$ cat src/rtl/cia_pkg.sv
// ----------------------------------------------------------------------------
// cia_pkg
// Types, operation codes and constants shared by the checked int64 ALU.
// ----------------------------------------------------------------------------
package cia_pkg;

   localparam int unsigned DataWidth = 64;
   localparam int unsigned HalfWidth = DataWidth / 2;
   localparam int unsigned DivSteps  = DataWidth;

   localparam logic [DataWidth-1:0] Int64Min = {1'b1, {(DataWidth-1){1'b0}}};
   localparam logic [DataWidth-1:0] Int64Max = {1'b0, {(DataWidth-1){1'b1}}};

   typedef enum logic [4:0] {
      OP_COPY = 5'd0,
      OP_ADD  = 5'd1,
      OP_SUB  = 5'd2,
      OP_MUL  = 5'd3,
      OP_DIV  = 5'd4,
      OP_REM  = 5'd5,
      OP_AND  = 5'd6,
      OP_OR   = 5'd7,
      OP_XOR  = 5'd8,
      OP_NEG  = 5'd9,
      OP_NOT  = 5'd10,
      OP_ABS  = 5'd11,
      OP_EVEN = 5'd12,
      OP_ODD  = 5'd13,
      OP_EQ   = 5'd14,
      OP_GE   = 5'd15,
      OP_GT   = 5'd16
   } action_type;

   typedef enum logic [1:0] {
      ST_OK       = 2'd0,
      ST_OVERFLOW = 2'd1,
      ST_DIV_ZERO = 2'd2,
      ST_INEXACT  = 2'd3
   } status_type;

   typedef struct packed {
      logic [4:0]                  action;
      logic signed [DataWidth-1:0] operand_a;
      logic signed [DataWidth-1:0] operand_b;
   } req_type;

   typedef struct packed {
      logic signed [DataWidth-1:0] result;
      logic                        truth;
      logic [1:0]                  status;
   } rsp_type;

   // decoded request and the outcome of the simple operations
   typedef struct packed {
      logic [4:0]           action;
      logic                 na;
      logic                 nb;
      logic                 b_zero;
      logic                 b_minus_one;
      logic                 a_min;
      logic [DataWidth-1:0] simple_res;
      logic                 simple_truth;
      logic [1:0]           simple_status;
   } ctl_type;

   typedef struct packed {
      ctl_type              ctl;
      logic [DataWidth-1:0] ma;
      logic [DataWidth-1:0] mb;
      logic                 mul_ovf;
      logic [DataWidth-1:0] mul_mag;
      logic [DataWidth-1:0] rem;
      logic [DataWidth-1:0] dq;
   } pipe_type;

endpackage

$ cat src/rtl/cia_final.sv
// ----------------------------------------------------------------------------
// cia_final
// Result stage: MUL, DIV, REM or simple result; applies sign and status.
// ----------------------------------------------------------------------------
module cia_final import cia_pkg::*; (
   input  logic     clock,
   input  logic     reset,
   input  logic     en,
   input  logic     in_valid,
   input  pipe_type in_pipe,
   output logic     out_valid,
   output rsp_type  out_rsp
);

   logic                 valid_ff;
   rsp_type              rsp_ff, rsp_in;
   logic [DataWidth-1:0] mag, val;
   logic                 neg;
   logic [1:0]           st;
   ctl_type              c;

   always_comb begin
      c   = in_pipe.ctl;
      mag = '0;
      neg = 1'b0;
      st  = c.simple_status;
      case (c.action)
         OP_MUL: begin
            mag = in_pipe.mul_mag;
            neg = c.na ^ c.nb;
            st  = in_pipe.mul_ovf ? ST_OVERFLOW : ST_OK;
         end
         OP_DIV: begin
            mag = in_pipe.dq;
            neg = c.na ^ c.nb;
            if (c.b_zero) st = ST_DIV_ZERO;
            else if (c.a_min && c.b_minus_one) st = ST_OVERFLOW;
            else if (in_pipe.rem != '0) st = ST_INEXACT;
            else st = ST_OK;
         end
         OP_REM: begin
            mag = in_pipe.rem;
            neg = c.na;
            st  = c.b_zero ? ST_DIV_ZERO : ST_OK;
         end
         default: mag = '0;
      endcase
      val = neg ? (~mag + 1'b1) : mag;
      rsp_in.status = st;
      rsp_in.truth  = c.simple_truth;
      if (st != ST_OK) begin
         rsp_in.result = '0;
      end else if (c.action == OP_MUL || c.action == OP_DIV || c.action == OP_REM) begin
         rsp_in.result = val;
      end else begin
         rsp_in.result = c.simple_res;
      end
   end

   always_ff @(posedge clock) begin
      if (reset) begin
         valid_ff <= 1'b0;
      end else if (en) begin
         valid_ff <= in_valid;
      end
   end

   always_ff @(posedge clock) begin
      if (en) begin
         rsp_ff <= rsp_in;
      end
   end

   assign out_valid = valid_ff;
   assign out_rsp   = rsp_ff;

endmodule

$ cat config.mk
export PLATFORM = sky130hd
export DESIGN_NAME = cia_final
export DESIGN_NICKNAME = d
export VERILOG_FILES = /design/src/rtl/cia_pkg.sv /design/src/rtl/cia_final.sv
export SDC_FILE = /design/constraint.sdc
export NUM_CORES = 1
export LEC_CHECK = 0
export BUFFER_PORTS_ARGS = -buffer_cell sky130_fd_sc_hd__buf_2
export CELL_PAD_IN_SITES_DETAIL_PLACEMENT = 0
export CELL_PAD_IN_SITES_GLOBAL_PLACEMENT = 1
export CORE_AREA = 2 2 182 184
export DETAILED_ROUTE_END_ITERATION = 8
export DIE_AREA = 0 0 184 186
export GPL_ROUTABILITY_DRIVEN = 0
export PLACE_DENSITY_LB_ADDON = 0.1
export SYNTH_ARGS = -nofsm -noshare
export SYNTH_HDL_FRONTEND = slang
export SYNTH_SLANG_ARGS = --single-unit
$ cat constraint.sdc
create_clock -name clock -period 2.9 [get_ports clock]
set_clock_uncertainty 0.05 [all_clocks]
set_input_delay 0 -clock clock [delete_from_list [all_inputs] [get_ports clock]]
set_output_delay 0 -clock clock [all_outputs]
set_load 0.01 [all_outputs]
==> results.toml, run 1 <==
[critical_path]
r2r-start = "out_valid"
critical_path.cell_chain = "buf_2 > nor2b_2 > a22oi_1 > nor2_1 > a21oi_1 > ha_2 > inv_1 > a211oi_2 > nand4_2 > nor3_2 > buf_4 > nand4_1 > a221oi_1 > a311oi_1"
critPathMaxStageDelay_ns = 0.30
crit_path_start_kind = "primary input"
r2r-end = "out_valid"
cp_num_buf_inv = 3
crit_required_ns = 2.92
crit_type = "in -> reg"
reg2reg_slack_ns = 1.71
crit_family = "compound AO/OA/AOI/OAI gates"
critPathCaptureType = "flip-flop"
reg2reg_depth = 3
crit_arrival_ns = 2.66
crit_fanout = 11
worst_path_max_delay_cell = "a221oi_1"

[clock_network]
numCtsBuffers = 9
cts_sinks = 68
cts_tree = "built"
cts.path.max_buffers = 2
worstSkewPairLatency_ns = 0.34
postCtsSetupBuffers = 0
clkTransAtPathRegs_ns = 0.06
root_buffer = "clkbuf_16"
h-tree-depth = 3

[detailed_routing]
dr.pass1.iters = 5
via_count = 9286
drc = 0
drtIter0Drc = 622
wl_per_cell_um = 22.6
antenna_left = 0
wirelength_mm = 41.2
vias_per_cell = 5.09

[yosys]
yosysSeqAreaShare_pct = 28.1
syn_area_per_cell_sq_um = 7.92
synth_top_area_share_pct = 27.8
synth_cell_types = 92
synth_edf_count = 67
ys_ff_latch = 68
synth_warnings = 0
post-synth-top-area-cell = "edfxtp_1"
syn_nets = 1317
syn_area_sq_mm = 0.00724
synth.area.top_cells = "edfxtp_1, a21oi_1, nor2_1"
postSynth.asyncResetShare_pct = 0
synth-main-ff-cell = "edfxtp_1"
synthCells = 914

[power]
p_leak_nw = 4.80
power.total_mw = 3.87
pwr_density_cell_mw_per_mm2 = 344
vdd_drop_max_v = 0.000179

[die]
dieArea_sq_mm = 0.0342
io_pins = 470
coreArea_sq_mm = 0.0322
die_y_um = 186
placementRows = 66
start_util_pct = 22.5
die_w_um = 184

[grt]
grt_pass1_wl_mm = 59.2
grt_overflow = 0
grt_max_degree = 69
track_usage_pct = 23.6
first_global_vias = 9083
antenna_found_initial = 12

[sta]
rsz0062_at_grt = "no"
final.period_utilization_pct = 90.9
final-setup-viol-count = 0
hold_ws_ns = 0.0113
finalSetupTns_ns = 0
fmax_mhz = 379
hold_viol = 0
layout_setup_ws_ns = 0.265
tightest_slew_ns = 0.774
relSlewSlack_pct = 47.9
min_period_ns = 2.64
finalMaxSlewViolations = 0

[min_path]
hold_end = "out_rsp[55]"
hold_depth = 3
worstHoldPathType = "in -> reg"
hold_start = "in_pipe[376]"

[flow_run]
cap_violations = 0

[layout]
drive_gt1_share_pct = 40.0
mostFrequentLayoutCells = "buf_2, buf_4, nor2_1, nand2_1, a21oi_1"
nets = 1807
final_common_cell = "buf_2"
finalNonFillerCells = 1824
design_area_sq_mm = 0.0112
syn_to_final_growth_pct = 55.2
finalCoreUtilization_pct = 34.9

[placed_design]
place_inst = 1748
place_ws_ns = -0.149
place_area_sq_mm = 0.0104
hpwl_mm = 34.4
portBuffers = 341

[run_status]
outcome = "completed"
[Yosys cell counts, types with 5 or more instances]
cell type,count
a22o_1,19
a22oi_1,50
buf_6,9
o21ai_1,9
nand3b_1,11
nor3_1,22
a31oi_1,16
inv_1,8
a311oi_1,5
buf_1,7
nand2_1,105
buf_4,6
o21ai_0,44
nand3_1,14
a21oi_1,101
o31ai_1,8
xnor2_1,17
o22ai_1,23
clkbuf_1,23
a211oi_1,9
nor2_1,118
nand4_1,9
edfxtp_1,67
nor4_1,31
buf_2,22
xor2_1,26
mux2i_1,12
[worst max-delay path by stage]
stage / cells past startpoint / endpoint / start
global placement: 15 / out_rsp[57] / in_pipe[395]
detailed placement: 14 / out_rsp[43] / in_pipe[395]
finish: 14 / out_rsp[43] / in_pipe[395]
CTS: 14 / out_rsp[43] / in_pipe[395]
floorplan: 17 / out_rsp[65] / in_pipe[396]
global route: 14 / out_rsp[43] / in_pipe[395]
[registers in the layout, indices dropped and copies added, names as in the netlist]
signal     flops
out_rsp       67
out_valid      1
[what timing repair did]
action                                  4_1_cts  5_1_grt
endpoints found under the hold margin        52        0
endpoints found under the setup margin        0        1
gates resized for setup                       0        1
hold buffers                                 53        0
[tightest hold or removal path, delay by kind of cell]
kind            cells  cell delay (ns)
compound gates      1             0.07
buf+inv             1             0.10
simple gates        1             0.06
[cell families after synthesis]
family / after synthesis / synth area share (%)
AND/OR/NAND/NOR: 361 / 25.4
AO/OA/AOI/OAI: 346 / 32.6
buffers and inverters: 75 / 5.51
flip-flops: 68 / 28.1
XOR/XNOR: 43 / 5.20
multiplexers: 20 / 3.01
adder cells (fa/ha/maj): 1 / 0.173
[power by group]
| group | internal [mW] | switching [mW] | total [mW] | leakage [nW] |
|---|---|---|---|---|
| clock | 0.748 | 0.456 | 1.20 | 0.147 |
| sequential | 1.18 | 0.0194 | 1.20 | 0.650 |
| combinational | 0.650 | 0.822 | 1.47 | 4.00 |
[per-layer routing]
metal  track usage (%)  vias up  wire (um)
met3              4.38       30       2990
met1              35.5     4329      20500
met2              34.7      397      17100
met4              5.06        8        568
li1                  -     4522          -
met5                 0        -         44
[area by class of cell]
class | count | area [sq um]
clock buffers | 9 | 225
multi-input cells | 771 | 4860
fillers | 3516 | 21000
clock inverters | 7 | 91.3
flip-flops and latches | 68 | 2030
repair buffers | 546 | 3480
well taps | 408 | 510
inverters | 8 | 30.0
diodes | 7 | 17.5
(Power assumes the default switching activity.)
==> run 2: changes to the inputs <==
--- a/config.mk
+++ b/config.mk
@@ -5,12 +5,13 @@
 export SDC_FILE = /design/constraint.sdc
 export NUM_CORES = 1
 export LEC_CHECK = 0
+export ABC_AREA = 1
 export BUFFER_PORTS_ARGS = -buffer_cell sky130_fd_sc_hd__buf_2
 export CELL_PAD_IN_SITES_DETAIL_PLACEMENT = 0
 export CELL_PAD_IN_SITES_GLOBAL_PLACEMENT = 1
-export CORE_AREA = 2 2 182 184
+export CORE_AREA = 2 2 185 187
 export DETAILED_ROUTE_END_ITERATION = 8
-export DIE_AREA = 0 0 184 186
+export DIE_AREA = 0 0 187 189
 export GPL_ROUTABILITY_DRIVEN = 0
 export PLACE_DENSITY_LB_ADDON = 0.1
 export SYNTH_ARGS = -nofsm -noshare
==> run 2 against run 1 <==
Effect of this change:
- maximum frequency up 4.4%
- die area grew 3.3%
- sequential power is essentially flat
- highest routed layer unchanged
- via count is 15% higher
==> results.toml, run 2 <==
[clock_network]
root_buffer = "clkbuf_16"
h-tree-depth = 3
cts.path.max_buffers = 2
cts_tree = "built"
clkTransAtPathRegs_ns = 0.05
cts_sinks = 68
worstSkewPairLatency_ns = 0.32
numCtsBuffers = 9
cts_resized = 0

[critical_path]
crit_arrival_ns = 2.56
reg2reg_slack_ns = 1.73
critPathCaptureType = "flip-flop"
crit_type = "in -> reg"
crit_path_start_kind = "primary input"
crit_required_ns = 2.94
crit_fanout = 21

[die]
die_w_um = 187
start_util_pct = 24.3
die_y_um = 189
coreArea_sq_mm = 0.0333
placementRows = 67
dieArea_sq_mm = 0.0353
io_pins = 470

[layout]
n_fill_cell = 3948
mostFrequentLayoutCells = "nand2_1, buf_2, nor2_1, nand3_1, inv_1"
nets = 2189
multi_input_area_sq_mm = 0.00516
final_common_cell = "nand2_1"
syn_to_final_growth_pct = 35.6
seq_area_sq_mm = 0.00203
design_area_sq_mm = 0.0110
drive_gt1_share_pct = 24.8
largest_reg_flops = 67

[yosys]
yosysSeqAreaShare_pct = 25.1
synth-xor-area-share_pct = 1.51
synth_warnings = 0
syn_nets = 1839
synth-compound-area-share_pct = 3.92
synthAdderAreaFrac_pct = 0.154
synthMuxAreaShare_pct = 0.124
synth_top_area_share_pct = 24.8
post_synth_and_or_nand_nor_area_fraction_pct = 57.7
synth.area.top_cells = "edfxtp_1, nand2_1, nor2_1"
ys_ff_latch = 68
postSynth.asyncResetShare_pct = 0
synthCells = 1436
post-synth-top-area-cell = "edfxtp_1"
syn_area_per_cell_sq_um = 5.64
synth_edf_count = 67
yosysMostFrequentCell = "nand2_1"
synth-main-ff-cell = "edfxtp_1"
yosys-top-cells-count = "nand2_1, nor2_1, nand3_1, inv_1, nand4_1"
syn_area_sq_mm = 0.00810
synth_cell_types = 35
synth_top_family_by_area = "simple AND/OR/NAND/NOR gates"

[run_status]
outcome = "completed"

[sta]
final.period_utilization_pct = 87.1
hold_viol = 0
finalSetupTns_ns = 0
relSlewSlack_pct = 47.6
final-setup-viol-count = 0
fmax_mhz = 396
finalMaxSlewViolations = 0
rsz0062_at_grt = "no"
min_period_ns = 2.52
tightest_slew_ns = 0.787

[detailed_routing]
vias_per_cell = 4.76
drc = 0
dr.pass1.iters = 5
antenna_left = 0
wirelength_mm = 42.6
via_count = 10700
wl_per_cell_um = 19.0
drtIter0Drc = 843

[placed_design]
hpwl_mm = 35.6
place_area_sq_mm = 0.0104
portBuffers = 341

[power]
vdd_drop_max_v = 0.000260
p_int_mw = 2.41
p_leak_nw = 6.48
p_comb_share_pct = 36.8
pwr_density_cell_mw_per_mm2 = 339
switchingPower_mw = 1.32
seq_power_share_pct = 32.2
swShare_pct = 35.4
clockPowerShare_pct = 31.0

[grt]
grt_max_degree = 72
grt_pass1_wl_mm = 63.1
grt_overflow = 0
antenna_found_initial = 6
first_global_vias = 10200
track_usage_pct = 23.6

[flow_run]
cap_violations = 0

[min_path]
worstHoldPathType = "in -> reg"
## run 2: changes by cell type after synthesis, sizes merged, moves of 50 or more
cell and delta:
nand3 +140, nand2 +380, nand4 +119, a22oi -50, a21oi -82, nor2 +164
inv +142
## run 2: metal layers
| metal | GRT usage (%) | routed length, um |
|---|---|---|
| met5 | 0 | 19 |
| met4 | 5.92 | 868 |
| met3 | 4.15 | 3120 |
| met2 | 34.1 | 17200 |
| met1 | 35.7 | 21400 |
## run 2: metrics by stage
stage / hold slack [ns] / total power, mW / setup WS [ns] / instances / util [%]
floorplan: 0.0224 / 1.93 / 0.991 / 1436 / -
global placement: 0.107 / 2.56 / 0.0456 / 2201 / 31.4
detailed placement: 0.110 / 2.56 / 0.0792 / 2201 / 31.4
CTS: 0.00297 / 3.75 / 0.430 / 2239 / 33.0
global route: 0.0189 / 3.95 / 0.121 / 2241 / 33.0
finish: 0.0135 / 3.73 / 0.375 / 2242 / 33.0
## run 2: path summary, 6_finish.rpt
path                startpoint          end  cells past startpoint
hold / removal    in_pipe[349]  out_rsp[28]                      3
setup reg to reg     out_valid    out_valid                      3
hold reg to reg      out_valid    out_valid                      3
setup / recovery  in_pipe[397]  out_rsp[52]                     18
## run 2: layout make-up
| cell class | instances | share of cell area [%] |
|---|---|---|
| repair buffers | 411 | 21.3 |
| well taps | 448 | 5.10 |
| clock buffers | 9 | 2.05 |
| inverters | 151 | 5.16 |
| multi-input cells | 1145 | 47.0 |
| flip-flops and latches | 68 | 18.5 |
| clock inverters | 7 | 0.832 |
| diodes | 3 | 0.0683 |
## run 2: worst max-delay path, cell delays in order
cell,delay [ns]
buf_2,0.12
inv_2,0.32
nand2_1,0.17
nor2_4,0.15
buf_4,0.28
nand2_1,0.08
nand3_1,0.25
inv_1,0.13
nand2_1,0.10
nor2_1,0.06
nand2_1,0.24
nor2_1,0.15
nand2_1,0.09
nand2_1,0.06
nand3_1,0.08
nand3_1,0.14
nand2_1,0.10
inv_1,0.04
## run 2: logic make-up (layout without fill, tap and decap cells)
group | count (synthesis) | in the layout
muxes | 1 | 1
buffers and inverters | 223 | 578
AOI/OAI and AO/OA | 54 | 54
other | 0 | 3
DFF | 68 | 68
adders and majority gates | 1 | 1
xor gates and xnor gates | 14 | 14
and+or+nand+nor | 1075 | 1075
## run 2: repair_timing
action                                  CTS  global route
endpoints found under the hold margin    21             0
endpoints found under the setup margin    0             0
hold buffers                             22             0
buffers inserted                          0             0
## run 2: power by group through the flow
| stage | combinational (mW) | sequential [mW] | clock, mW |
|---|---|---|---|
| 4_1_cts | 1.37 | 1.20 | 1.19 |
| 2_1_floorplan | 0.663 | 1.27 | 0 |
| 3_3_place_gp | 1.34 | 1.22 | 0 |
| 6_report | 1.37 | 1.20 | 1.16 |
| 3_5_place_dp | 1.34 | 1.22 | 0 |
| 5_1_grt | 1.51 | 1.21 | 1.23 |
