**src/rtl/cia_pkg.sv**
```systemverilog
// ----------------------------------------------------------------------------
// cia_pkg
// Types, operation codes and constants shared by the checked int64 ALU.
// ----------------------------------------------------------------------------
package cia_pkg;

   localparam int unsigned DataWidth = 64;
   localparam int unsigned HalfWidth = DataWidth / 2;
   localparam int unsigned DivSteps  = DataWidth;

   localparam logic [DataWidth-1:0] Int64Min = {1'b1, {(DataWidth-1){1'b0}}};
   localparam logic [DataWidth-1:0] Int64Max = {1'b0, {(DataWidth-1){1'b1}}};

   typedef enum logic [4:0] {
      OP_COPY = 5'd0,
      OP_ADD  = 5'd1,
      OP_SUB  = 5'd2,
      OP_MUL  = 5'd3,
      OP_DIV  = 5'd4,
      OP_REM  = 5'd5,
      OP_AND  = 5'd6,
      OP_OR   = 5'd7,
      OP_XOR  = 5'd8,
      OP_NEG  = 5'd9,
      OP_NOT  = 5'd10,
      OP_ABS  = 5'd11,
      OP_EVEN = 5'd12,
      OP_ODD  = 5'd13,
      OP_EQ   = 5'd14,
      OP_GE   = 5'd15,
      OP_GT   = 5'd16
   } action_type;

   typedef enum logic [1:0] {
      ST_OK       = 2'd0,
      ST_OVERFLOW = 2'd1,
      ST_DIV_ZERO = 2'd2,
      ST_INEXACT  = 2'd3
   } status_type;

   typedef struct packed {
      logic [4:0]                  action;
      logic signed [DataWidth-1:0] operand_a;
      logic signed [DataWidth-1:0] operand_b;
   } req_type;

   typedef struct packed {
      logic signed [DataWidth-1:0] result;
      logic                        truth;
      logic [1:0]                  status;
   } rsp_type;

   // decoded request and the outcome of the simple operations
   typedef struct packed {
      logic [4:0]           action;
      logic                 na;
      logic                 nb;
      logic                 b_zero;
      logic                 b_minus_one;
      logic                 a_min;
      logic [DataWidth-1:0] simple_res;
      logic                 simple_truth;
      logic [1:0]           simple_status;
   } ctl_type;

   typedef struct packed {
      ctl_type              ctl;
      logic [DataWidth-1:0] ma;
      logic [DataWidth-1:0] mb;
      logic                 mul_ovf;
      logic [DataWidth-1:0] mul_mag;
      logic [DataWidth-1:0] rem;
      logic [DataWidth-1:0] dq;
   } pipe_type;

endpackage

```
**src/rtl/cia_div_step.sv**
```systemverilog
// ----------------------------------------------------------------------------
// cia_div_step
// One restoring-division step: develops one quotient bit per stage.
// ----------------------------------------------------------------------------
module cia_div_step import cia_pkg::*; (
   input  logic     clock,
   input  logic     reset,
   input  logic     en,
   input  logic     in_valid,
   input  pipe_type in_pipe,
   output logic     out_valid,
   output pipe_type out_pipe
);

   logic               valid_ff;
   pipe_type           pipe_ff, pipe_in;
   logic [DataWidth:0] trial, diff;

   always_comb begin
      trial   = {in_pipe.rem, in_pipe.dq[DataWidth-1]};
      diff    = trial - {1'b0, in_pipe.mb};
      pipe_in = in_pipe;
      if (!diff[DataWidth]) begin
         pipe_in.rem = diff[DataWidth-1:0];
         pipe_in.dq  = {in_pipe.dq[DataWidth-2:0], 1'b1};
      end else begin
         pipe_in.rem = trial[DataWidth-1:0];
         pipe_in.dq  = {in_pipe.dq[DataWidth-2:0], 1'b0};
      end
   end

   always_ff @(posedge clock) begin
      if (reset) begin
         valid_ff <= 1'b0;
      end else if (en) begin
         valid_ff <= in_valid;
      end
   end

   always_ff @(posedge clock) begin
      if (en) begin
         pipe_ff <= pipe_in;
      end
   end

   assign out_valid = valid_ff;
   assign out_pipe  = pipe_ff;

endmodule

```
**config.mk**
```make
export PLATFORM = sky130hd
export DESIGN_NAME = cia_div_step
export DESIGN_NICKNAME = d
export VERILOG_FILES = /design/src/rtl/cia_pkg.sv /design/src/rtl/cia_div_step.sv
export SDC_FILE = /design/constraint.sdc
export NUM_CORES = 1
export LEC_CHECK = 0
export BUFFER_PORTS_ARGS = -buffer_cell sky130_fd_sc_hd__buf_4
export CORE_AREA = 2 2 309 311
export CTS_CLUSTER_DIAMETER = 40
export DETAILED_ROUTE_END_ITERATION = 10
export DIE_AREA = 0 0 311 313
export GPL_ROUTABILITY_DRIVEN = 0
export GPL_TIMING_DRIVEN = 0
export PLACE_DENSITY = 0.5
export SYNTH_ARGS = -nofsm -noshare
export SYNTH_HDL_FRONTEND = slang
export SYNTH_SLANG_ARGS = --single-unit
```
**constraint.sdc**
```tcl
create_clock -name clock -period 3.8 [get_ports clock]
set_clock_uncertainty 0.1 [all_clocks]
set_input_delay 0.19 -clock clock [delete_from_list [all_inputs] [get_ports clock]]
set_output_delay 0.19 -clock clock [all_outputs]
set_load 0.01 [all_outputs]
```
==> results of run 1 <==
[registers in the layout (all words and copies together) (netlist names)]
register	cells
out_pipe	398
out_valid	1
[worst paths after layout]
| path | cells after the start | from | endpoint | slack, ns |
|---|---|---|---|---|
| max | 13 | in_pipe[203] | out_pipe[117] | 0.11 |
| min | 4 | in_pipe[86] | out_pipe[87] | 0.11 |
| max reg2reg | 3 | out_valid | out_valid | 2.55 |
| min reg2reg | 3 | out_valid | out_valid | 0.96 |
[kinds of logic (layout without fill, tap and decap cells)]
logic type	after synthesis	in the layout	share of synthesized area [%]
fa+ha+maj	65	65	4.81
simple gates	196	196	5.72
buf+inv	119	1479	2.92
mux	64	64	4.21
xor+xnor	57	57	2.92
flops	399	399	70.1
compound gates	240	240	9.27
other cells	0	11	0
[report_power, final]
| part | total, uW | switching [uW] | internal [uW] |
|---|---|---|---|
| combinational | 2950 | 1500 | 1460 |
| clock | 7710 | 2750 | 4950 |
| sequential | 5500 | 138 | 5360 |
| total | 16200 | 4390 | 11800 |
[repair_timing]
| action | CTS | global route |
|---|---|---|
| hold buffers | 401 | 0 |
| gates resized for setup | 0 | 15 |
| setup buffers | 0 | 0 |
| endpoints found under the setup margin | 0 | 60 |
| endpoints found under the hold margin | 435 | 0 |
[layout make-up]
| class | instances | share of cell area [%] |
|---|---|---|
| Buffer | 33 | 0.542 |
| Tap cell | 1265 | 4.97 |
| Antenna cell | 11 | 0.0865 |
| Clock inverter | 63 | 2.50 |
| Sequential cell | 399 | 37.6 |
| Timing Repair Buffer | 1204 | 31.8 |
| Inverter | 86 | 1.03 |
| Clock buffer | 93 | 6.84 |
| Multi-Input combinational cell | 622 | 14.7 |
[worst max-delay path, delay by kind of cell]
family,cells,cell delay [ns]
AO/OA/AOI/OAI,4,1.16
AND/OR/NAND/NOR,3,1.09
buffers and inverters,3,0.69
adder cells (fa/ha/maj),1,0.34
multiplexers,1,0.31
XOR/XNOR,1,0.16
[metrics by stage]
stage	worst slack, ns	hold WS [ns]	area [um^2]
after global routing	0.0268	0.106	31800
final	0.111	0.107	31800
after CTS	0.00742	0.0468	31700
after detailed placement	-0.471	0.257	24800
after floorplan	0.426	0.162	17100
after global placement	-0.944	0.253	24700
[metal layers]
layer | vias to the layer above | part of all wire, % | global-route usage [%]
met1 | 7598 | 40 | 20.5
li1 | 6963 | - | -
met4 | 24 | 4.2 | 7.14
met3 | 163 | 9.2 | 7.03
met5 | - | 0.17 | 0
met2 | 669 | 47 | 28.1
[placed cells by master (no fill, tap or decap), types with 7 or more instances in the layout]
| master | netlist | layout |
|---|---|---|
| diode_2 | 0 | 11 |
| buf_4 | 0 | 799 |
| mux2i_1 | 7 | 7 |
| ha_1 | 64 | 62 |
| a21oi_1 | 76 | 74 |
| xnor2_1 | 34 | 34 |
| o21ai_1 | 15 | 15 |
| and3_1 | 7 | 7 |
| a31oi_1 | 7 | 7 |
| o21ai_0 | 23 | 23 |
| nand4_1 | 20 | 20 |
| xor2_1 | 23 | 23 |
| nand2_1 | 62 | 62 |
| bufinv_16 | 0 | 11 |
| nor2_1 | 41 | 41 |
| nor3_1 | 9 | 9 |
| clkinv_1 | 0 | 7 |
| nor2b_1 | 10 | 10 |
| nand3_1 | 10 | 9 |
| clkbuf_16 | 0 | 86 |
| inv_1 | 85 | 85 |
| nand2b_1 | 9 | 9 |
| clkinv_2 | 0 | 12 |
| clkinv_4 | 0 | 11 |
| a21o_1 | 32 | 32 |
| clkbuf_1 | 24 | 30 |
| o21bai_1 | 15 | 15 |
| dlygate4sd3_1 | 0 | 401 |
| edfxtp_1 | 398 | 398 |
| clkinvlp_4 | 0 | 10 |
| o21a_1 | 8 | 8 |
| mux2_1 | 54 | 53 |
==> flow_metrics.env, run 1 <==
export IMPL_grt_pass1_vias=16276
export IMPL_grt_pass1_wl_um=121000
export IMPL_ys_warn_count=0
export IMPL_crit_type="in2reg"
export IMPL_clockBufferDepth=3
export IMPL_max_stage_delay_ns=0.62
export IMPL_place_inst=3208
export IMPL_gr_usage_all_layers_pct=17.4
export IMPL_die_x_um=311
export IMPL_ant_nets=0
export IMPL_ys_top_cells_by_area="edfxtp_1 70%, ha_1 4.7%, mux2_1 3.6%"
export IMPL_grt_overflow=0
export IMPL_synth_seq_cells=399
export IMPL_ys_top_cells_by_count="398 x edfxtp_1, 85 x inv_1, 76 x a21oi_1"
export IMPL_slew_limit_headroom_pct=41.6
export IMPL_tightest_slew_ns=0.877
export IMPL_cts_sinks=399
export IMPL_syn_nets=1607
export IMPL_n_fill_cell=9375
export IMPL_slew_viol_final=0
export IMPL_finish_utilization_pct=33.8
export IMPL_hpwlAfterDp_um=68800
export IMPL_syn_area_per_cell_um2=15.0
export IMPL_worstPathCellList="dlygate4sd3_1, buf_4, inv_1, ha_1, and3_1, and3_1, o211a_1, or4_4, a41oi_2, o41ai_4, a21boi_0, xnor2_1, mux2_1"
export IMPL_fin_cells=3776
export IMPL_synth_top_area_share_pct=70.0
export IMPL_crit_slowest_cell="or4_4"
export IMPL_cp_end_kind="flip-flop"
export IMPL_design_core_area_mm2=0.0942
export IMPL_post_synth_top_area_cell="edfxtp_1"
export IMPL_synthesis_instances=1140
export IMPL_wirelength_um=87700
export IMPL_multi_input_area_mm2=0.00467
export IMPL_synth_cell_type_count=75
export IMPL_synth_ff_type="edfxtp_1"
export IMPL_port_buffers=800
export IMPL_num_vias=15417
export IMPL_drt_iter0_markers=983
export IMPL_path_common_cell="and3_1"
export IMPL_seq_area_frac_synth_pct=70.1
export IMPL_required_ns=4.07
export IMPL_worstSetupStartpointType="input pin"
export IMPL_power_uw=16200
export IMPL_antenna_found_initial=27
export IMPL_synth_async_sr_flop_share_pct=0
export IMPL_setup_viol=0
export IMPL_synth_edf_count=398
export IMPL_cts_made_buffers=86
export IMPL_p_leak_uw=0.0134
export IMPL_dr_pass1_iters=5
export IMPL_period_share_pct=97.1
export IMPL_path_clk_slew_ns=0.05
export IMPL_fin_crit_ns=3.69
export IMPL_die_y_um=313
export IMPL_worstSkewPairLatency_ns=0.63
export IMPL_cts_root_buf="clkbuf_16"
export IMPL_syn_area_mm2=0.0171
export IMPL_initial_core_util_pct=18.1
export IMPL_power_density_mw_per_mm2=507
export IMPL_fin_setup_tns_ns=0
export IMPL_yosysMostFrequentCell="edfxtp_1"
export IMPL_viasPerCell=4.08
export IMPL_areaGrowthSynthToFinish_pct=86.5
export IMPL_finalHoldViolations=0
export IMPL_final_seq_area_mm2=0.0120
export IMPL_grt_max_degree=115
export IMPL_cp_arrival_ns=3.96
export IMPL_htreeDepth=3
export IMPL_ir_worst_vdd_uv=333
export IMPL_io_pin_count=801
export IMPL_drive_above_1_share_pct=39.2
export IMPL_tritoncts="built"
export IMPL_drv_cap=0
export IMPL_avgRoutedWirePerCell_um=23.2
export IMPL_drc=0
export IMPL_die_area_mm2=0.0973
export IMPL_timing_fmax_mhz=271
export IMPL_worstPathMaxFanout=6
export IMPL_outcome="finished, final reports clean"
export IMPL_finalNetCount=2899
export IMPL_rows=113
export IMPL_min_path_type="in2reg"
export IMPL_grt_setup_unrepaired="no"
Power figures use the tool's default switching activity.
==> inputs of run 2 (changes only) <==
- ABC_AREA: not set -> 1
- CORE_AREA: 2 2 309 311 -> 2 2 312 314
- DIE_AREA: 0 0 311 313 -> 0 0 314 316
- PLACE_DENSITY: 0.5 -> 0.52
==> run 2 against run 1 <==
Via count up 21%. Sequential cell count is the same. Utilization grew 1.7 points. Worst hold slack got worse by 0.036 ns. Critical path depth rose by 8. Combinational power is 8.1% higher. Fmax grew 17%. Synthesized cell count increased by 76%.
==> flow_metrics.env, run 2 <==
export IMPL_die_area_mm2=0.0992
export IMPL_min_path_type="in2reg"
export IMPL_tightest_slew_ns=0.738
export IMPL_dpl_instance_area_mm2=0.0269
export IMPL_cts_root_buf="clkbuf_16"
export IMPL_gr_usage_all_layers_pct=20.8
export IMPL_final_cell_mix="800 x buf_4, 788 x nand2_1, 400 x dlygate4sd3_1, 398 x edfxtp_1, 388 x inv_1"
export IMPL_hpwlAfterDp_um=88200
export IMPL_syn_nets=2472
export IMPL_hold_depth=5
export IMPL_period_share_pct=82.9
export IMPL_yosysMostFrequentCell="nand2_1"
export IMPL_avgRoutedWirePerCell_um=23.0
export IMPL_crit_cells=21
export IMPL_drive_above_1_share_pct=29.9
export IMPL_antenna_found_initial=30
export IMPL_seq_area_frac_synth_pct=62.3
export IMPL_finish_utilization_pct=35.5
export IMPL_finalHoldViolations=0
export IMPL_fin_crit_ns=3.15
export IMPL_slew_limit_headroom_pct=50.8
export IMPL_crit_slowest_cell="dlygate4sd3_1"
export IMPL_port_buffers=800
export IMPL_max_stage_delay_ns=0.54
export IMPL_grt_setup_unrepaired="no"
export IMPL_final_seq_area_mm2=0.0120
export IMPL_multi_input_area_mm2=0.00562
export IMPL_setup_viol=0
export IMPL_syn_area_per_cell_um2=9.58
export IMPL_die_y_um=316
export IMPL_cp_top_family="simple AND/OR/NAND/NOR gates"
export IMPL_grt_overflow=0
export IMPL_cp_end_kind="flip-flop"
export IMPL_power_density_mw_per_mm2=489
export IMPL_r2r_start="out_valid"
export IMPL_cts_sinks=399
export IMPL_synth_edf_count=398
export IMPL_required_ns=4.12
export IMPL_ys_warn_count=0
export IMPL_syn_area_mm2=0.0192
export IMPL_synthesis_instances=2005
export IMPL_cp_arrival_ns=3.47
export IMPL_postCtsSetupRepairBufs=0
export IMPL_power_uw=16700
export IMPL_place_inst=4085
export IMPL_post_synth_top_area_cell="edfxtp_1"
export IMPL_slew_viol_final=0
export IMPL_n_fill_cell=9905
export IMPL_crit_start="in_pipe[63]"
export IMPL_outcome="finished, final reports clean"
export IMPL_finalNetCount=3770
export IMPL_worstPathCellList="dlygate4sd3_1, buf_4, inv_1, ha_1, fa_1, inv_1, nand2_1, nand2_1, nand3_1, nand2_2, nand2_1, nand2_2, nand2_1, nand2_2, nand2_2, nand2_2, nand2_2, nand2_4, buf_2, nand2_1, nand2_1"
export IMPL_worstSetupStartpointType="input pin"
export IMPL_tritoncts="built"
export IMPL_holdWs_ns=0.0701
export IMPL_drc=0
export IMPL_crit_type="in2reg"
export IMPL_final_area_mm2=0.0341
export IMPL_synth_async_sr_flop_share_pct=0
export IMPL_clockBufferDepth=3
export IMPL_rows=114
export IMPL_critPathBufInv=5
export IMPL_largest_reg_flops=398
export IMPL_synth_cell_type_count=33
export IMPL_ir_worst_vdd_uv=369
export IMPL_grt_pass1_wl_um=143000
export IMPL_initial_core_util_pct=20.0
export IMPL_synth_ff_type="edfxtp_1"
export IMPL_synth_seq_cells=399
export IMPL_cts_resized=0
export IMPL_num_vias=18616
export IMPL_path_clk_slew_ns=0.04
export IMPL_p_leak_uw=0.0163
export IMPL_grt_max_degree=116
export IMPL_fin_cells=4669
export IMPL_grt_pass1_vias=18866
export IMPL_drv_cap=0
export IMPL_wirelength_um=107000
export IMPL_min_from="in_pipe[127]"
export IMPL_die_x_um=314
export IMPL_worstSkewPairLatency_ns=0.63
export IMPL_drt_iter0_markers=1258
export IMPL_r2r_cells=3
export IMPL_viasPerCell=3.99
export IMPL_dr_pass1_iters=5
export IMPL_areaGrowthSynthToFinish_pct=77.6
export IMPL_synth_top_area_share_pct=62.2
export IMPL_design_core_area_mm2=0.0960
export IMPL_worstPathMaxFanout=10
export IMPL_ys_top_cells_by_count="788 x nand2_1, 398 x edfxtp_1, 388 x inv_1"
export IMPL_cts_made_buffers=92
export IMPL_final_common_cell="buf_4"
export IMPL_timing_fmax_mhz=317
export IMPL_htreeDepth=3
export IMPL_ys_top_cells_by_area="edfxtp_1 62%, nand2_1 15%, inv_1 7.6%"
export IMPL_ant_nets=0
export IMPL_io_pin_count=801
run 2: cell types whose count changed in the layout (fill, tap and decap cells not counted), moves of 10 or more:
cell      previous run  this run
a21o_1              32         0
a21oi_1             74        53
clkbuf_1            30         8
inv_1               85       388
inv_6                5        15
mux2_1              53         0
nand2_1             62       788
nand2_2              0        29
nand3_1              9        70
nor2_1              41       104
nor2b_1             10         0
o21ai_0             23         4
o21ai_1             15         0
xnor2_1             34         1
run 2: routing by layer:
metal,vias up,share of wire (%),GRT usage (%),wire [um]
met5,-,0.12,0,134
met4,22,4.9,9.24,5240
met3,219,8.7,7.89,9350
met2,685,51,37.4,54300
met1,8681,36,21.5,38300
li1,9009,-,-,-
run 2: power breakdown:
group	internal [uW]	total (uW)	switching [uW]
clock	5130	8030	2890
sequential	5330	5450	127
combinational	1390	3190	1790
total	11900	16700	4810
run 2: kinds of logic (layout without fill, tap and decap cells):
family | after synthesis | after routing | synth area share (%)
fa+ha+maj | 65 | 65 | 4.27
compound gates | 65 | 65 | 1.80
xor+xnor | 31 | 31 | 1.41
other cells | 0 | 12 | 0
mux | 1 | 1 | 0.0521
buf+inv | 406 | 1782 | 8.40
simple gates | 1038 | 1038 | 21.7
flops | 399 | 399 | 62.3
run 2: through the flow:
step,setup TNS [ns],worst slack (ns)
finish,0,0.649
global route,0,0.472
CTS,0,0.691
detailed placement,0,0.591
global placement,-432.43,-1.20
floorplan,0,1.44
run 2: area by class of cell:
cell class	count	share of cell area, %
well taps	1276	4.68
flip-flops and latches	399	35.1
inverters	393	4.33
multi-input cells	1200	16.5
clock inverters	72	2.38
clock buffers	100	6.84
diodes	12	0.0880
plain buffers	13	0.407
repair buffers	1204	29.7
run 2: worst min-delay path: cells and delay by family:
| family | cells | cell delay (ns) |
|---|---|---|
| buffers and inverters | 1 | 0.09 |
| and+or+nand+nor | 4 | 0.38 |
run 2: worst paths after layout:
check	to	slack [ns]
worst min register to register	out_valid	0.94
worst max register to register	out_valid	2.57
worst min-delay path	out_pipe[127]	0.07
worst max-delay path	out_pipe[94]	0.65
run 2: repair_timing:
action                     4_1_cts  5_1_grt
setup endpoints to repair        0        0
hold buffers                   400        0
hold endpoints to repair       443        0
==> inputs of run 3 (changes only) <==
- CORE_AREA: 2 2 312 314 -> 2 2 310 312
- DIE_AREA: 0 0 314 316 -> 0 0 312 314
- PLACE_DENSITY: 0.52 -> 0.54
- clock period: 3.8 -> 2.7 ns (I/O delays scaled with it)
==> run 3 against run 2 <==
The flow now finishes with violations (hold timing). Worst hold slack got worse by 0.47 ns. Global-route usage increased by 0.27 points. Via count increased by 1.6%. Register-to-register slack got worse by 1.1 ns. Sequential cell count unchanged. Sequential power increased by 41%. Wire length decreased by 0.24%. Critical path type unchanged.
==> flow_metrics.env, run 3 (same netlist as run 2, synthesis figures left out) <==
export IMPL_port_buffers=800
export IMPL_grt_pass1_vias=18952
export IMPL_p_int_uw=17000
export IMPL_cp_arrival_ns=2.90
export IMPL_avgRoutedWirePerCell_um=23.0
export IMPL_num_vias=18914
export IMPL_die_y_um=314
export IMPL_outcome="complete, but fails checks"
export IMPL_power_frac_clock_pct=48.6
export IMPL_worstSkewPairLatency_ns=0.65
export IMPL_drive_above_1_share_pct=30.9
export IMPL_setup_viol=0
export IMPL_hpwlAfterDp_um=87000
export IMPL_clockBufferDepth=3
export IMPL_dpl_worst_slack_ns=-0.399
export IMPL_fin_ws_ns=0.103
export IMPL_min_path_type="in2reg"
export IMPL_crit_type="in2reg"
export IMPL_cts_made_buffers=90
export IMPL_wirelength_um=107000
export IMPL_worstSetupStartpointType="input pin"
export IMPL_die_x_um=312
export IMPL_tightest_slew_ns=0.954
export IMPL_crit_slowest_cell="dlygate4sd3_1"
export IMPL_final_area_mm2=0.0343
export IMPL_slew_limit_headroom_pct=36.4
export IMPL_cts_sinks=399
export IMPL_fin_crit_ns=2.60
export IMPL_areaGrowthSynthToFinish_pct=78.4
export IMPL_holdWs_ns=-0.398
export IMPL_final_common_cell="buf_4"
export IMPL_switching_power_uw=6680
export IMPL_die_area_mm2=0.0980
export IMPL_drv_cap=0
export IMPL_p_comb_share_pct=19.1
export IMPL_max_stage_delay_ns=0.53
export IMPL_cts_root_buf="clkbuf_16"
export IMPL_rows=113
export IMPL_design_core_area_mm2=0.0944
export IMPL_drc=0
export IMPL_drt_iter0_markers=1276
export IMPL_cp_end_kind="flip-flop"
export IMPL_power_density_mw_per_mm2=692
export IMPL_finalHoldViolations=2
export IMPL_dr_pass1_iters=5
export IMPL_seqPwrFrac_pct=32.3
export IMPL_grt_pass1_wl_um=144000
export IMPL_io_pin_count=801
export IMPL_worstPathCellList="dlygate4sd3_1, buf_4, inv_1, ha_1, nand2_1, inv_1, nand2_1, nand2_1, a21oi_1, nand3_1, nand2_1, nand3_1, nand2_1, nand2_1, nand2_2, nand2_1"
export IMPL_slew_viol_final=0
export IMPL_antenna_found_initial=29
export IMPL_finalNetCount=3769
export IMPL_final_seq_area_mm2=0.0120
export IMPL_period_share_pct=96.2
export IMPL_worstPathMaxFanout=4
export IMPL_n_fill_cell=9634
export IMPL_timing_fmax_mhz=385
export IMPL_grt_overflow=0
export IMPL_p_leak_uw=0.0164
export IMPL_viasPerCell=4.06
export IMPL_grt_max_degree=112
export IMPL_ant_nets=0
export IMPL_required_ns=3.00
export IMPL_path_clk_slew_ns=0.05
export IMPL_switching_share_pct=28.1
export IMPL_tritoncts="built"
export IMPL_final_cell_mix="802 x buf_4, 775 x nand2_1, 401 x dlygate4sd3_1, 398 x edfxtp_1, 388 x inv_1"
export IMPL_multi_input_area_mm2=0.00577
export IMPL_initial_core_util_pct=20.3
export IMPL_dpl_instance_area_mm2=0.0269
export IMPL_path_common_cell="nand2_1"
export IMPL_largest_reg_flops=398
export IMPL_violations="hold timing"
export IMPL_ir_worst_vdd_uv=461
export IMPL_htreeDepth=3
export IMPL_gr_usage_all_layers_pct=21.1
==> run 3: cell types whose count changed in the layout (fill, tap and decap cells not counted), moves of 4 or more <==
cell        before  now
nand2_1        788  775
diode_2         12   16
inv_6           15   10
nor2_4           1    5
clkinv_1        14   10
ha_1            64   56
clkinvlp_4      13    9
clkbuf_1         8    1
nand2_2         29   42
ha_4             0    5
bufinv_16        9   14
clkinv_2         6   13
==> run 3: critical path: cells and delay by family <==
family                     cells  cell delay, ns
buffers and inverters          4            0.75
and+or+nand+nor               10            1.36
adders and majority gates      1            0.34
AOI/OAI and AO/OA              1            0.32
==> run 3: power by group through the flow <==
stage | logic (uW) | clock network (uW) | registers [uW]
global placement | 3950 | 0 | 7810
finish | 4530 | 11500 | 7670
global route | 4850 | 12000 | 7720
CTS | 4510 | 11800 | 7670
floorplan | 1270 | 0 | 8060
detailed placement | 3960 | 0 | 7770
==> run 3: path summary, 6_finish.rpt <==
| check | startpoint | end | slack [ns] | cells past startpoint |
|---|---|---|---|---|
| worst max-delay path | in_pipe[211] | out_pipe[119] | 0.10 | 16 |
| worst min-delay path | in_pipe[193] | out_pipe[193] | -0.40 | 1 |
| worst max register to register | out_valid | out_valid | 1.44 | 3 |
| worst min register to register | out_valid | out_valid | 0.98 | 3 |
==> run 3: metal layers <==
metal	wire (um)	vias up	track usage, %
met5	106	-	0
met4	5990	16	10.5
met3	9770	243	8.08
met2	53300	766	37.2
met1	37800	8883	21.9
li1	-	9006	-
==> run 3: area by class of cell <==
type	count	area share, %
diodes	16	0.117
plain buffers	13	0.412
clock buffers	92	6.65
clock inverters	72	2.62
inverters	393	4.30
multi-input cells	1200	16.8
flip-flops and latches	399	34.9
well taps	1265	4.62
repair buffers	1205	29.5
==> run 3: what timing repair did <==
action                                  CTS  global route
gates resized for setup                   0            34
hold buffers                            397             4
buffers inserted                          0             1
endpoints found under the hold margin   442             6
endpoints found under the setup margin    0            63
==> run 3: stage by stage <==
step,setup TNS [ns],hold WS [ns],power (uW),std cells,util (%)
2_1_floorplan,0,0.107,9330,2005,-
3_3_place_gp,-849.55,0.196,11800,4070,28.4
3_5_place_dp,-16.66,0.194,11700,4073,28.5
4_1_cts,0,-0.446,24000,4634,36.0
5_1_grt,-0.00285,-0.438,24600,4645,36.3
6_report,0,-0.398,23700,4655,36.3
